### config.mk
export PLATFORM = sky130hd
export DESIGN_NAME = button_debounce_event_gen
export DESIGN_NICKNAME = d
export VERILOG_FILES = /design/src/rtl/bde_pkg.sv /design/src/rtl/bde_front.sv /design/src/rtl/bde_fifo.sv /design/src/rtl/bde_back.sv /design/src/rtl/button_debounce_event_gen.sv
export VERILOG_INCLUDE_DIRS = /design/src /design/src/rtl
export SDC_FILE = /design/constraint.sdc
export NUM_CORES = 1
export LEC_CHECK = 0
export ABC_AREA = 1
export ABC_CLOCK_PERIOD_IN_PS = 7200
export BUFFER_PORTS_ARGS = -buffer_cell sky130_fd_sc_hd__buf_2
export CAP_MARGIN = 20
export CORE_ASPECT_RATIO = 0.6
export CORE_UTILIZATION = 60
export DETAILED_ROUTE_END_ITERATION = 16
export MAX_ROUTING_LAYER = met4
export PLACE_DENSITY_LB_ADDON = 0.3
export SLEW_MARGIN = 30
export SYNTH_ARGS = -nofsm -noshare
export SYNTH_HDL_FRONTEND = slang
export SYNTH_SLANG_ARGS = --single-unit
### constraint.sdc
create_clock -name clk -period 7.2 [get_ports clk]
set_clock_uncertainty 0.2 [all_clocks]
set_input_delay 1.44 -clock clk [delete_from_list [all_inputs] [get_ports clk]]
set_output_delay 1.44 -clock clk [all_outputs]
set_load 0.02 [all_outputs]
### src/rtl/button_debounce_event_gen_macros.svh
// ----------------------------------------------------------------------------
// Assertion macros for the button debounce event generator
// ----------------------------------------------------------------------------
`ifndef BUTTON_DEBOUNCE_EVENT_GEN_MACROS_SVH
`define BUTTON_DEBOUNCE_EVENT_GEN_MACROS_SVH

// property must hold at every edge outside reset
`define BDE_ASSERT(lbl, prop, msg) \
    lbl: assert property (@(posedge clk) disable iff (!rst_n) prop) else $error(msg);

// condition must never be seen outside reset
`define BDE_NEVER(lbl, cond, msg) \
    lbl: assert property (@(posedge clk) disable iff (!rst_n) !(cond)) else $error(msg);

`endif

### src/rtl/bde_pkg.sv
// ----------------------------------------------------------------------------
// bde_pkg
// Shared constants and types of the button debounce event generator.
// ----------------------------------------------------------------------------
package bde_pkg;

    localparam int NUM_BUTTONS       = 5;
    localparam int CPD_SHIFT         = 2;
    localparam int COUNTS_PER_DETENT = 1 << CPD_SHIFT;
    localparam int QUEUE_DEPTH       = 2;

    // event slots of one poll: slot 0 encoder, slot b+1 button b
    localparam int EVT_BITS  = NUM_BUTTONS + 1;
    localparam int EVT_IDX_W = $clog2(EVT_BITS);

    localparam logic [15:0] DEBOUNCE_RESET = 16'd50;

    localparam logic signed [1:0] DIR_NONE = 2'sb00;
    localparam logic signed [1:0] DIR_FWD  = 2'sb01;
    localparam logic signed [1:0] DIR_BACK = 2'sb11;

    typedef struct packed {
        logic [EVT_BITS-1:0]    pending;
        logic signed [1:0]      enc_dir;
        logic [NUM_BUTTONS-1:0] held_old;
        logic [NUM_BUTTONS-1:0] stable_new;
    } poll_evt_t;

endpackage

### src/rtl/bde_front.sv
// ----------------------------------------------------------------------------
// bde_front
// Takes polls, updates encoder and debounce state, queues the poll's events.
// ----------------------------------------------------------------------------
module bde_front
    import bde_pkg::*;
(
    input  logic                   clk,
    input  logic                   rst_n,
    input  logic                   cfg_we,
    input  logic [15:0]            cfg_wdata,
    input  logic                   in_valid,
    output logic                   in_ready,
    input  logic [31:0]            time_ms,
    input  logic signed [31:0]     encoder_count,
    input  logic [NUM_BUTTONS-1:0] button_levels_n,
    output logic                   push,
    output poll_evt_t              push_data,
    input  logic                   q_full
);

    logic [15:0]            debounce_reg;
    logic signed [31:0]     detent_reg;
    logic [NUM_BUTTONS-1:0] prev_raw_reg;
    logic [NUM_BUTTONS-1:0] stable_reg;
    logic [31:0]            stamp_reg [NUM_BUTTONS];

    logic                   accept;
    logic signed [31:0]     enc_bias;
    logic signed [31:0]     enc_sum;
    logic signed [31:0]     detent_next;
    logic                   enc_ev;
    logic [NUM_BUTTONS-1:0] reading;
    logic [NUM_BUTTONS-1:0] btn_ev;
    logic [NUM_BUTTONS-1:0] stable_next;
    logic [31:0]            stamp_next [NUM_BUTTONS];
    logic [31:0]            elapsed    [NUM_BUTTONS];

    assign in_ready = !q_full;
    assign accept   = in_valid && in_ready;

    // truncate toward zero: bias negative counts before the arithmetic shift
    assign enc_bias    = encoder_count[31] ? 32'(COUNTS_PER_DETENT - 1) : 32'sd0;
    assign enc_sum     = encoder_count + enc_bias;
    assign detent_next = enc_sum >>> CPD_SHIFT;
    assign enc_ev      = detent_next != detent_reg;

    always_comb
    begin
        for (int b = 0; b < NUM_BUTTONS; b++)
        begin
            reading[b]     = ~button_levels_n[b];
            stamp_next[b]  = (reading[b] != prev_raw_reg[b]) ? time_ms : stamp_reg[b];
            elapsed[b]     = time_ms - stamp_next[b];
            btn_ev[b]      = (elapsed[b] > {16'd0, debounce_reg}) &&
                             (reading[b] != stable_reg[b]);
            stable_next[b] = btn_ev[b] ? reading[b] : stable_reg[b];
        end
    end

    assign push                 = accept && (enc_ev || (|btn_ev));
    assign push_data.pending    = {btn_ev, enc_ev};
    assign push_data.enc_dir    = (detent_next > detent_reg) ? DIR_FWD : DIR_BACK;
    assign push_data.held_old   = stable_reg;
    assign push_data.stable_new = stable_next;

    always_ff @(posedge clk or negedge rst_n)
    begin
        if (!rst_n)
        begin
            debounce_reg <= DEBOUNCE_RESET;
            detent_reg   <= '0;
            prev_raw_reg <= '0;
            stable_reg   <= '0;
            for (int b = 0; b < NUM_BUTTONS; b++)
            begin
                stamp_reg[b] <= '0;
            end
        end
        else
        begin
            if (cfg_we)
            begin
                debounce_reg <= cfg_wdata;
            end
            if (accept)
            begin
                detent_reg   <= detent_next;
                prev_raw_reg <= reading;
                stable_reg   <= stable_next;
                for (int b = 0; b < NUM_BUTTONS; b++)
                begin
                    stamp_reg[b] <= stamp_next[b];
                end
            end
        end
    end

endmodule

### src/rtl/bde_fifo.sv
// ----------------------------------------------------------------------------
// bde_fifo
// Short queue of per-poll event sets between front and back.
// ----------------------------------------------------------------------------
module bde_fifo
    import bde_pkg::*;
#(
    parameter int DEPTH = QUEUE_DEPTH
)
(
    input  logic      clk,
    input  logic      rst_n,
    input  logic      push,
    input  poll_evt_t push_data,
    output logic      full,
    input  logic      pop,
    output poll_evt_t pop_data,
    output logic      empty
);

    localparam int PTR_W = (DEPTH > 1) ? $clog2(DEPTH) : 1;
    localparam int CNT_W = $clog2(DEPTH + 1);

    poll_evt_t        mem [DEPTH];
    logic [PTR_W-1:0] wr_ptr_reg;
    logic [PTR_W-1:0] rd_ptr_reg;
    logic [CNT_W-1:0] count_reg;
    logic             do_push;
    logic             do_pop;

    assign full     = count_reg == CNT_W'(DEPTH);
    assign empty    = count_reg == '0;
    assign do_push  = push && !full;
    assign do_pop   = pop && !empty;
    assign pop_data = mem[rd_ptr_reg];

    always_ff @(posedge clk)
    begin
        if (do_push)
        begin
            mem[wr_ptr_reg] <= push_data;
        end
    end

    always_ff @(posedge clk or negedge rst_n)
    begin
        if (!rst_n)
        begin
            wr_ptr_reg <= '0;
            rd_ptr_reg <= '0;
            count_reg  <= '0;
        end
        else
        begin
            if (do_push)
            begin
                wr_ptr_reg <= (wr_ptr_reg == PTR_W'(DEPTH - 1)) ? '0 : wr_ptr_reg + 1'b1;
            end
            if (do_pop)
            begin
                rd_ptr_reg <= (rd_ptr_reg == PTR_W'(DEPTH - 1)) ? '0 : rd_ptr_reg + 1'b1;
            end
            if (do_push && !do_pop)
            begin
                count_reg <= count_reg + 1'b1;
            end
            else if (do_pop && !do_push)
            begin
                count_reg <= count_reg - 1'b1;
            end
        end
    end

endmodule

### src/rtl/bde_back.sv
// ----------------------------------------------------------------------------
// bde_back
// Serializes a poll's event set into one event per cycle on the output while out_ready is high.
// ----------------------------------------------------------------------------
module bde_back
    import bde_pkg::*;
(
    input  logic                   clk,
    input  logic                   rst_n,
    input  logic                   q_empty,
    input  poll_evt_t              q_data,
    output logic                   pop,
    output logic                   out_valid,
    input  logic                   out_ready,
    output logic [2:0]             event_source,
    output logic                   pressed,
    output logic signed [1:0]      direction,
    output logic [NUM_BUTTONS-1:0] held_mask,
    output logic                   last_of_poll
);

`include "button_debounce_event_gen_macros.svh"

    logic [EVT_BITS-1:0]    pending_reg;
    logic [EVT_BITS-1:0]    pending_next;
    logic signed [1:0]      enc_dir_reg;
    logic [NUM_BUTTONS-1:0] held_old_reg;
    logic [NUM_BUTTONS-1:0] stable_new_reg;

    logic                   out_valid_reg;
    logic [2:0]             source_reg;
    logic                   pressed_reg;
    logic signed [1:0]      dir_reg;
    logic [NUM_BUTTONS-1:0] held_reg;
    logic                   last_reg;

    logic                   out_free;
    logic                   fire;
    logic [EVT_IDX_W-1:0]   idx;
    logic [EVT_BITS-1:0]    remaining;
    logic [NUM_BUTTONS-1:0] le_mask;
    logic [NUM_BUTTONS-1:0] held_at;
    logic                   pressed_at;

    // lowest pending slot goes first: encoder, then buttons in order
    always_comb
    begin
        idx = '0;
        for (int i = EVT_BITS - 1; i >= 0; i--)
        begin
            if (pending_reg[i])
            begin
                idx = EVT_IDX_W'(i);
            end
        end
    end

    always_comb
    begin
        remaining  = pending_reg;
        pressed_at = 1'b0;
        for (int i = 0; i < EVT_BITS; i++)
        begin
            if (idx == EVT_IDX_W'(i))
            begin
                remaining[i] = 1'b0;
            end
        end
        // buttons up to the current one already carry their new level
        for (int i = 0; i < NUM_BUTTONS; i++)
        begin
            le_mask[i] = EVT_IDX_W'(i) < idx;
            if (idx == EVT_IDX_W'(i + 1))
            begin
                pressed_at = stable_new_reg[i];
            end
        end
        held_at = (stable_new_reg & le_mask) | (held_old_reg & ~le_mask);
    end

    assign out_free = !out_valid_reg || out_ready;
    assign fire     = (|pending_reg) && out_free;
    assign pop      = !q_empty && (!(|pending_reg) || (fire && !(|remaining)));

    always_comb
    begin
        pending_next = pending_reg;
        if (pop)
        begin
            pending_next = q_data.pending;
        end
        else if (fire)
        begin
            pending_next = remaining;
        end
    end

    always_ff @(posedge clk)
    begin
        if (pop)
        begin
            enc_dir_reg    <= q_data.enc_dir;
            held_old_reg   <= q_data.held_old;
            stable_new_reg <= q_data.stable_new;
        end
        if (fire)
        begin
            source_reg  <= 3'(idx);
            pressed_reg <= pressed_at;
            dir_reg     <= (idx == '0) ? enc_dir_reg : DIR_NONE;
            held_reg    <= held_at;
            last_reg    <= !(|remaining);
        end
    end

    always_ff @(posedge clk or negedge rst_n)
    begin
        if (!rst_n)
        begin
            pending_reg   <= '0;
            out_valid_reg <= 1'b0;
        end
        else
        begin
            pending_reg <= pending_next;
            if (fire)
            begin
                out_valid_reg <= 1'b1;
            end
            else if (out_ready)
            begin
                out_valid_reg <= 1'b0;
            end
        end
    end

    assign out_valid    = out_valid_reg;
    assign event_source = source_reg;
    assign pressed      = pressed_reg;
    assign direction    = dir_reg;
    assign held_mask    = held_reg;
    assign last_of_poll = last_reg;

    `BDE_ASSERT(a_enc_has_dir, out_valid && event_source == 3'd0 |-> direction != DIR_NONE, "encoder event without direction")
    `BDE_ASSERT(a_btn_no_dir, out_valid && event_source != 3'd0 |-> direction == DIR_NONE && event_source <= 3'(NUM_BUTTONS), "bad button event")
    `BDE_ASSERT(a_poll_no_gap, out_valid && out_ready && !last_of_poll |=> out_valid, "gap inside a poll's events")
    `BDE_NEVER(a_enc_pressed, out_valid && event_source == 3'd0 && pressed, "encoder event marked pressed")

endmodule

### src/rtl/button_debounce_event_gen.sv
// ----------------------------------------------------------------------------
// button_debounce_event_gen
// Encoder detent tracking and button debounce with a serialized event output.
//
//   channel | signals                                     | handshake
//   --------+---------------------------------------------+------------------
//   poll in | time_ms, encoder_count, button_levels_n     | in_valid/in_ready
//   event   | event_source, pressed, direction, held_mask,| out_valid/out_ready
//           | last_of_poll                                |
//   config  | cfg_wdata (debounce_ms)                     | cfg_we, no wait
//
// A poll is classified in the cycle it is accepted; polls with events queue
// their event set (FIFO_DEPTH entries). The back end emits one event a cycle
// while out_ready is high; quiet polls are not queued.
// Event throughput is limited by out_ready and by the arrival of polls.
// Reset clears all but the data registers at once; no clearing pass.
// in_ready drops only while the event queue is full.
// ----------------------------------------------------------------------------
module button_debounce_event_gen
    import bde_pkg::*;
#(
    parameter int FIFO_DEPTH = QUEUE_DEPTH
)
(
    input  logic                   clk,
    input  logic                   rst_n,
    input  logic                   cfg_we,
    input  logic [15:0]            cfg_wdata,
    input  logic                   in_valid,
    output logic                   in_ready,
    input  logic [31:0]            time_ms,
    input  logic signed [31:0]     encoder_count,
    input  logic [4:0]             button_levels_n,
    output logic                   out_valid,
    input  logic                   out_ready,
    output logic [2:0]             event_source,
    output logic                   pressed,
    output logic signed [1:0]      direction,
    output logic [4:0]             held_mask,
    output logic                   last_of_poll
);

    logic      push;
    poll_evt_t push_data;
    logic      q_full;
    logic      pop;
    poll_evt_t pop_data;
    logic      q_empty;

    bde_front u_front (
        .clk             (clk),
        .rst_n           (rst_n),
        .cfg_we          (cfg_we),
        .cfg_wdata       (cfg_wdata),
        .in_valid        (in_valid),
        .in_ready        (in_ready),
        .time_ms         (time_ms),
        .encoder_count   (encoder_count),
        .button_levels_n (button_levels_n),
        .push            (push),
        .push_data       (push_data),
        .q_full          (q_full)
    );

    bde_fifo #(
        .DEPTH (FIFO_DEPTH)
    ) u_fifo (
        .clk       (clk),
        .rst_n     (rst_n),
        .push      (push),
        .push_data (push_data),
        .full      (q_full),
        .pop       (pop),
        .pop_data  (pop_data),
        .empty     (q_empty)
    );

    bde_back u_back (
        .clk          (clk),
        .rst_n        (rst_n),
        .q_empty      (q_empty),
        .q_data       (pop_data),
        .pop          (pop),
        .out_valid    (out_valid),
        .out_ready    (out_ready),
        .event_source (event_source),
        .pressed      (pressed),
        .direction    (direction),
        .held_mask    (held_mask),
        .last_of_poll (last_of_poll)
    );

endmodule
== Word-level counts from Yosys, hierarchy flattened ==
Memory sizes are Yosys's and may differ from the RTL's.
Cells that the tools add are included.

* Word-level logic and storage cells: 141
* Input bits: 90
* Output and inout port bits: 14
* Flip-flop bits (word level): 251
* Bits in writable memories: 36
* Memories: 1

{| class="wikitable"
|+ Memory list
! memory !! words !! bits a word !! rd ports !! clocked after memory_dff !! wr ports !! RTL line !! source
|-
| u_fifo.mem || 2 || 18 || 1 || 0 || 1 || bde_fifo.sv:24 || <nowiki>poll_evt_t mem [DEPTH];</nowiki>
|}

* Equality and inequality tests: 17
* Add/subtract/negate cells: 10
* Bitwise operators: 9
* Multiplexer cells: 39
* Reduce and logical (&&, ||, !) cells: 32
* $lt $le $gt $ge: 11

{| class="wikitable"
|+ Operators by type and width
! cell !! number
|-
| greater-than comparator 32 x 16 -> 1 bit || 5
|-
| 2-to-1 mux 32 bit || 5
|-
| subtractor 32 bit || 5
|-
| adder 32 x 3 -> 32 bit || 1
|-
| greater-than comparator 30 bit || 1
|-
| inequality test 30 bit || 1
|-
| 2-to-1 mux 1 bit || 22
|-
| 2-to-1 mux 3 bit || 6
|-
| logical AND 1 bit || 14
|-
| 2-to-1 mux 6 bit || 2
|-
| OR reduction 6 bit || 2
|-
| bitwise AND 5 bit || 2
|-
| inequality test 1 bit || 10
|-
| 2-to-1 mux 2 bit || 4
|-
| zero test 1 bit || 7
|-
| == test 3 x 2 -> 1 bit, second input constant || 2
|-
| == test 3 bit, second input constant || 2
|-
| < comparator 1 x 3 -> 1 bit, first input constant || 2
|-
| < comparator 2 x 3 -> 1 bit, first input constant || 2
|-
| nonzero test 2 bit || 3
|-
| NOT 1 bit || 5
|-
| NOT 5 bit || 1
|-
| OR 5 bit || 1
|-
| OR reduction 5 bit || 1
|-
| other kinds (9) || 12
|}

== Logic depth before layout (Yosys ltp) ==
* Word-level depth: 17
* Depth in mapped cells: 43
* Depth with buffers taken out: 41

== By module ==
A second synthesis with hierarchy kept.

* Cell total of the unflattened synthesis: 4231
* Area total of the unflattened synthesis: 27646.5 um2

{| class="wikitable"
|+ By module, submodules not included
! module !! cells an instance !! instances !! area an instance (um2) !! sequential area each (um2)
|-
| bde_front || 3988 || 1 || 24775.0 || 5408.9
|-
| bde_fifo || 125 || 1 || 1537.7 || 1181.1
|-
| bde_back || 118 || 1 || 1333.8 || 895.9
|}

== Least setup slack after synthesis ==
No wires, ideal clock.

* Path type: input port to flip-flop
* From: input button_levels_n[3]
* To: memory u_fifo.mem[1][0] in the netlist's numbering (enable)
* Arrival: 5.584 ns
* Required time: 6.609 ns
* Buffers on the path: 3
* Cell stages on the path: 33
* Setup time: 0.391 ns
* Slack: 1.025 ns
* Path through: inv_1 > nand2_1 > nand2_2 > buf_6 > clkbuf_1 > clkbuf_1 > nand2_1 > o21ai_0 > ha_1 > inv_1 > ha_1 > inv_1 > nand2_1 > a21oi_2 > inv_2 > nand2_1 > nand3b_2 > xor2_1 > ha_1 > nand4_1 > nor3_1 > nand2_1 > o211ai_1 > o21ai_0 > nand3_1 > nor2_1 > nand2_1 > nor2_2 > nand2_1 > a21oi_1 > nand2_1 > nand2_2 > nor2_1

{| class="wikitable"
|+ RTL lines
! item !! RTL line !! source
|-
| start, declared || button_debounce_event_gen.sv:33 || <nowiki>input logic [4:0] button_levels_n,</nowiki>
|-
| end, declared || bde_fifo.sv:24 ||
|}

== Final worst setup path ==
* From: input button_levels_n[0]
* To: register u_fifo.count_reg[1]

* Cells in the longest elaborated chain, start to end: 13
* Elaborated cells on any way between the ends: 16
* Those cells by class: add/sub: 1; order compare: 1; eq/ne: 2; mux: 2; bitwise: 1; reduce/logical: 9

{| class="wikitable"
|+ Ends and longest elaborated chain
! item !! RTL line !! source
|-
| NOT 1 bit * || bde_front.sv:52 || <nowiki>reading[b] = ~button_levels_n[b];</nowiki>
|-
| inequality test 1 bit || bde_front.sv:53 || <nowiki>stamp_next[b] = (reading[b] != prev_raw_reg[b]) ? time_ms : stamp_reg[b];</nowiki>
|-
| 2-to-1 mux 32 bit || bde_front.sv:53 ||
|-
| subtractor 32 bit || bde_front.sv:54 || <nowiki>elapsed[b] = time_ms - stamp_next[b];</nowiki>
|-
| greater-than comparator 32 x 16 -> 1 bit || bde_front.sv:55 || <nowiki>btn_ev[b] = (elapsed[b] > {16'd0, debounce_reg}) &&</nowiki>
|-
| logical AND 1 bit * || bde_front.sv:55 ||
|-
| OR reduction 5 bit * || bde_front.sv:61 || <nowiki>assign push = accept && (enc_ev || (|btn_ev));</nowiki>
|-
| logical OR 1 bit * || bde_front.sv:61 ||
|-
| logical AND 1 bit * || bde_front.sv:61 ||
|-
| logical AND 1 bit * || bde_fifo.sv:33 || <nowiki>assign do_push = push && !full;</nowiki>
|-
| net u_fifo.do_push || bde_fifo.sv:28 || <nowiki>logic do_push;</nowiki>
|-
| zero test 1 bit || bde_fifo.sv:67 || <nowiki>else if (do_pop && !do_push)</nowiki>
|-
| logical AND 1 bit || bde_fifo.sv:67 ||
|-
| nonzero test 2 bit (no source line) || - ||
|-
| end signal, assigned || bde_fifo.sv:65 || <nowiki>count_reg <= count_reg + 1'b1;</nowiki>
|-
| end signal, assigned || bde_fifo.sv:69 || <nowiki>count_reg <= count_reg - 1'b1;</nowiki>
|-
| end, declared || bde_fifo.sv:27 || <nowiki>logic [CNT_W-1:0] count_reg;</nowiki>
|}

Mark *: on every way through the listed nets, which the timed path passes. The rest lies on a longest branch.
A chain may end at the register's enable or synchronous reset.

==> impl_results.md <==
- Status: finished, final reports clean
- Compound-Gate Fraction of Synth Area: 15.56%
- Largest net degree at the start of global routing: 250
- Ant diodes: 0
- CP dominant cell by count: nand2_1
- Critical Path RT: 7.47 ns
- CTS root buf: clkbuf_16
- Post-CTS Setup Inserts: 0
- Worst-skew pair later-pin latency: 0.61 ns
- Die height: 166.1 microns
- Tot Pwr: 13.89 mW
- Final period util: 88.32%
- Post-synthesis adder-cell area fraction: 10.62%
- GRT Overall Usage: 42.83%
- DIE AREA: 45760 sq um
- Sequential cell area: 7396 sq um
- Util after Layout: 66.60%
- Crit-path max cell delay: 0.39 ns
- Area of the multi-input gates: 16850 sq um
- Post-route cell area: 29160 sq um
- Setup_tns: 0 ns
- Initial Util: 61.51%
- Max Fclk: 0.1573 GHz
- Seq cells post-synth: 284
- Worst-Margin Slew: 0.8696 ns
- Fin. max-slew vios: 0
- Largest family of logic cells by synthesized area: simple AND/OR/NAND/NOR gates
- Max FFs per register: 160
- Share of layout cells above drive strength 1: 8.542%
- Nets@finish: 4567
- Grt ovf: 0
- First-pass GRT wire length: 146600 microns
- Hold crit path type: reg -> reg
- Vias: 28.37k
- Syn Nets: 4484
- Clock-pin slew on the worst setup and hold paths: 0.08 ns
- Crit path launch type: input port
- Setup crit start: button_levels_n[0]
- WHS: 0.2744 ns
- DRC: 0
- Setup ws final: 0.8412 ns
- Crit path DAT: 6.63 ns
- Boundary Pins: 104
- Std-Cell Rows: 59
- WL/cell: 19.80 microns
- Sequential area share after synthesis: 27.47%
- Hold buffers post-CTS: 0
- PwrDens: 476.4 nW/um^2
- Max-slew headroom: 42.03%
- Initial antenna violation count: 1
- Commonest non-fill, non-tap cell in the layout: nand2_1
- Worst Setup End Kind: flip-flop
- FFs w/ async S/R, synth: 79.93%
- Hold Crit Depth: 2
- Post-Route WL: 96090 microns
- RSZ-0062 raised after global routing: no
- Clk sinks: 284
- Post-synthesis mux area share: 0.04182%
- RePlAce Congestion: 1.063
- Final Critical Period: 6.359 ns
- DR vias/cell: 5.847
- Clock tree buffer depth: 3
- Critical Path Slowest Stage Cell: nand2_1
- TritonCTS clock tree: done
- Prevailing post-synth register cell: dfrtp_1
- Total core area: 43780 sq um
- Die X: 275.5 microns
- Netlist cell types: 60
- Cells after synthesis: 4166
- Final ANT Viol Nets: 0
- Max H-tree Level: 1
- Kind of critical path: in -> reg
- PortBufs: 103
- Iteration count of the initial detailed-routing pass: 7
- Post_cts resized: 0
- Number of global-route vias before repair: 25.33k
- Worst R2R End: u_fifo.count_reg[1]$_DFFE_PN0P_
- Peak supply drop: 0.0003004 V
- Synth Area in XOR/XNOR: 3.318%
- Hold EP: u_fifo.wr_ptr_reg$_DFFE_PN0P_
- Setup Slack @ Placement: 0.3709 ns
- Most frequent cells in the layout: 1258 x nand2_1, 559 x inv_1, 401 x o21ai_0
- Synthesized area per cell: 6.463 sq um
- Static Leak: 15.22 nW
- Simple-Gate Fraction of Synth Area: 33.00%
- Max Cap Viol: 0
- Fill cell count: 3946
- CTS buffer count: 30
- Mapped Area: 26930 sq um
- Area post-placement: 28100 sq um
- Synthesis-to-layout area growth: 8.281%
- Initial DRC Count: 4024
- Crit-path max FO: 12
- Placed cells: 4795
- FF-to-FF path depth: 35
- RR Startpoint: u_front.prev_raw_reg[0]$_DFFE_PN0P_
- Non-Filler Instances: 4852
- Number of synthesized flops with an enable pin: 57
- Worst reg-to-reg setup slack: 1.40 ns
- Final setup violation count: 0
- Hpwl dp: 74130 microns
- Hold Vio Cnt, Final: 0
- Syn. warnings: 0
- Min-Delay Startpoint: u_fifo.wr_ptr_reg$_DFFE_PN0P_
-- power by group --
group	total, mW	switching [mW]	internal, mW	leakage (nW)
Clock	1.67	0.762	0.910	0.505
Sequential	2.82	0.417	2.41	3.30
Combinational	9.39	6.31	3.09	11.4
Total	13.9	7.49	6.40	15.2
-- synth_stat cells (all sizes together) (3+ instances only) --
library cell	number	area, sq um
a31oi	25	156.4
nand2	1308	5057
o21ai	423	2140
nor3	51	275.3
xor2	76	665.6
a21o	10	75.07
ha	227	2840
o21a	4	30.03
o21bai	27	202.7
a21boi	9	67.56
nor4	12	75.07
nand3b	10	82.58
or2	7	43.79
nor2	414	1659
nand3	227	1334
clkbuf	71	266.5
dfrtp	224	5605
nand4	53	337.8
xnor2	26	227.7
dfstp	3	78.83
edfxtp	57	1712
inv	587	2203
a21oi	238	1199
buf	27	203.9
o211ai	17	127.6
o31ai	4	30.03
clkinv	4	16.26
a211oi	10	75.07
-- worst max-delay path: cells and delay by family --
| family | cells | cell delay (ns) |
|---|---|---|
| xor gates and xnor gates | 2 | 0.30 |
| and+or+nand+nor | 18 | 2.29 |
| buffers and inverters | 4 | 0.36 |
| AOI/OAI and AO/OA | 6 | 1.32 |
| adders and majority gates | 3 | 0.90 |
-- logic make-up (layout without fill, tap and decap cells) --
| family | count (synthesis) | in the layout |
|---|---|---|
| buffers and inverters | 689 | 796 |
| XOR/XNOR | 102 | 102 |
| multiplexers | 1 | 1 |
| flip-flops | 284 | 284 |
| adder cells (fa/ha/maj) | 228 | 228 |
| AND/OR/NAND/NOR | 2085 | 2085 |
| AO/OA/AOI/OAI | 777 | 777 |
-- how the worst max path moves through the flow --
stage | end | slack (ns) | depth (start not counted)
4_1_cts | u_fifo.count_reg[1]$_DFFE_PN0P_ | 0.96 | 35
5_1_grt | u_fifo.count_reg[1]$_DFFE_PN0P_ | 0.41 | 35
3_5_place_dp | u_fifo.count_reg[1]$_DFFE_PN0P_ | 0.37 | 36
6_report | u_fifo.count_reg[1]$_DFFE_PN0P_ | 0.84 | 33
2_1_floorplan | u_fifo.mem[1][0]$_DFFE_PP_ | 1.03 | 33
3_3_place_gp | u_fifo.count_reg[1]$_DFFE_PN0P_ | 0.35 | 36
-- layout make-up --
cell class | count | share of cell area [%]
flip-flops and latches | 284 | 25.37
repair buffers | 149 | 3.184
well taps | 579 | 2.485
clock buffers | 38 | 2.854
clock inverters | 18 | 0.6866
inverters | 591 | 7.613
multi-input cells | 3193 | 57.81
-- layer usage --
| metal | share of wire [%] | GRT usage (%) | routed length, microns | up-vias |
|---|---|---|---|---|
| li1 | - | - | - | 13690 |
| met3 | 14 | 11.21 | 13280 | 195 |
| met4 | 3.6 | 12.61 | 3455 | 0 |
| met1 | 44 | 61.70 | 41920 | 12790 |
| met2 | 39 | 58.06 | 37430 | 1700 |
| met5 | 0 | - | 0 | - |
(Power assumes the default switching activity.)
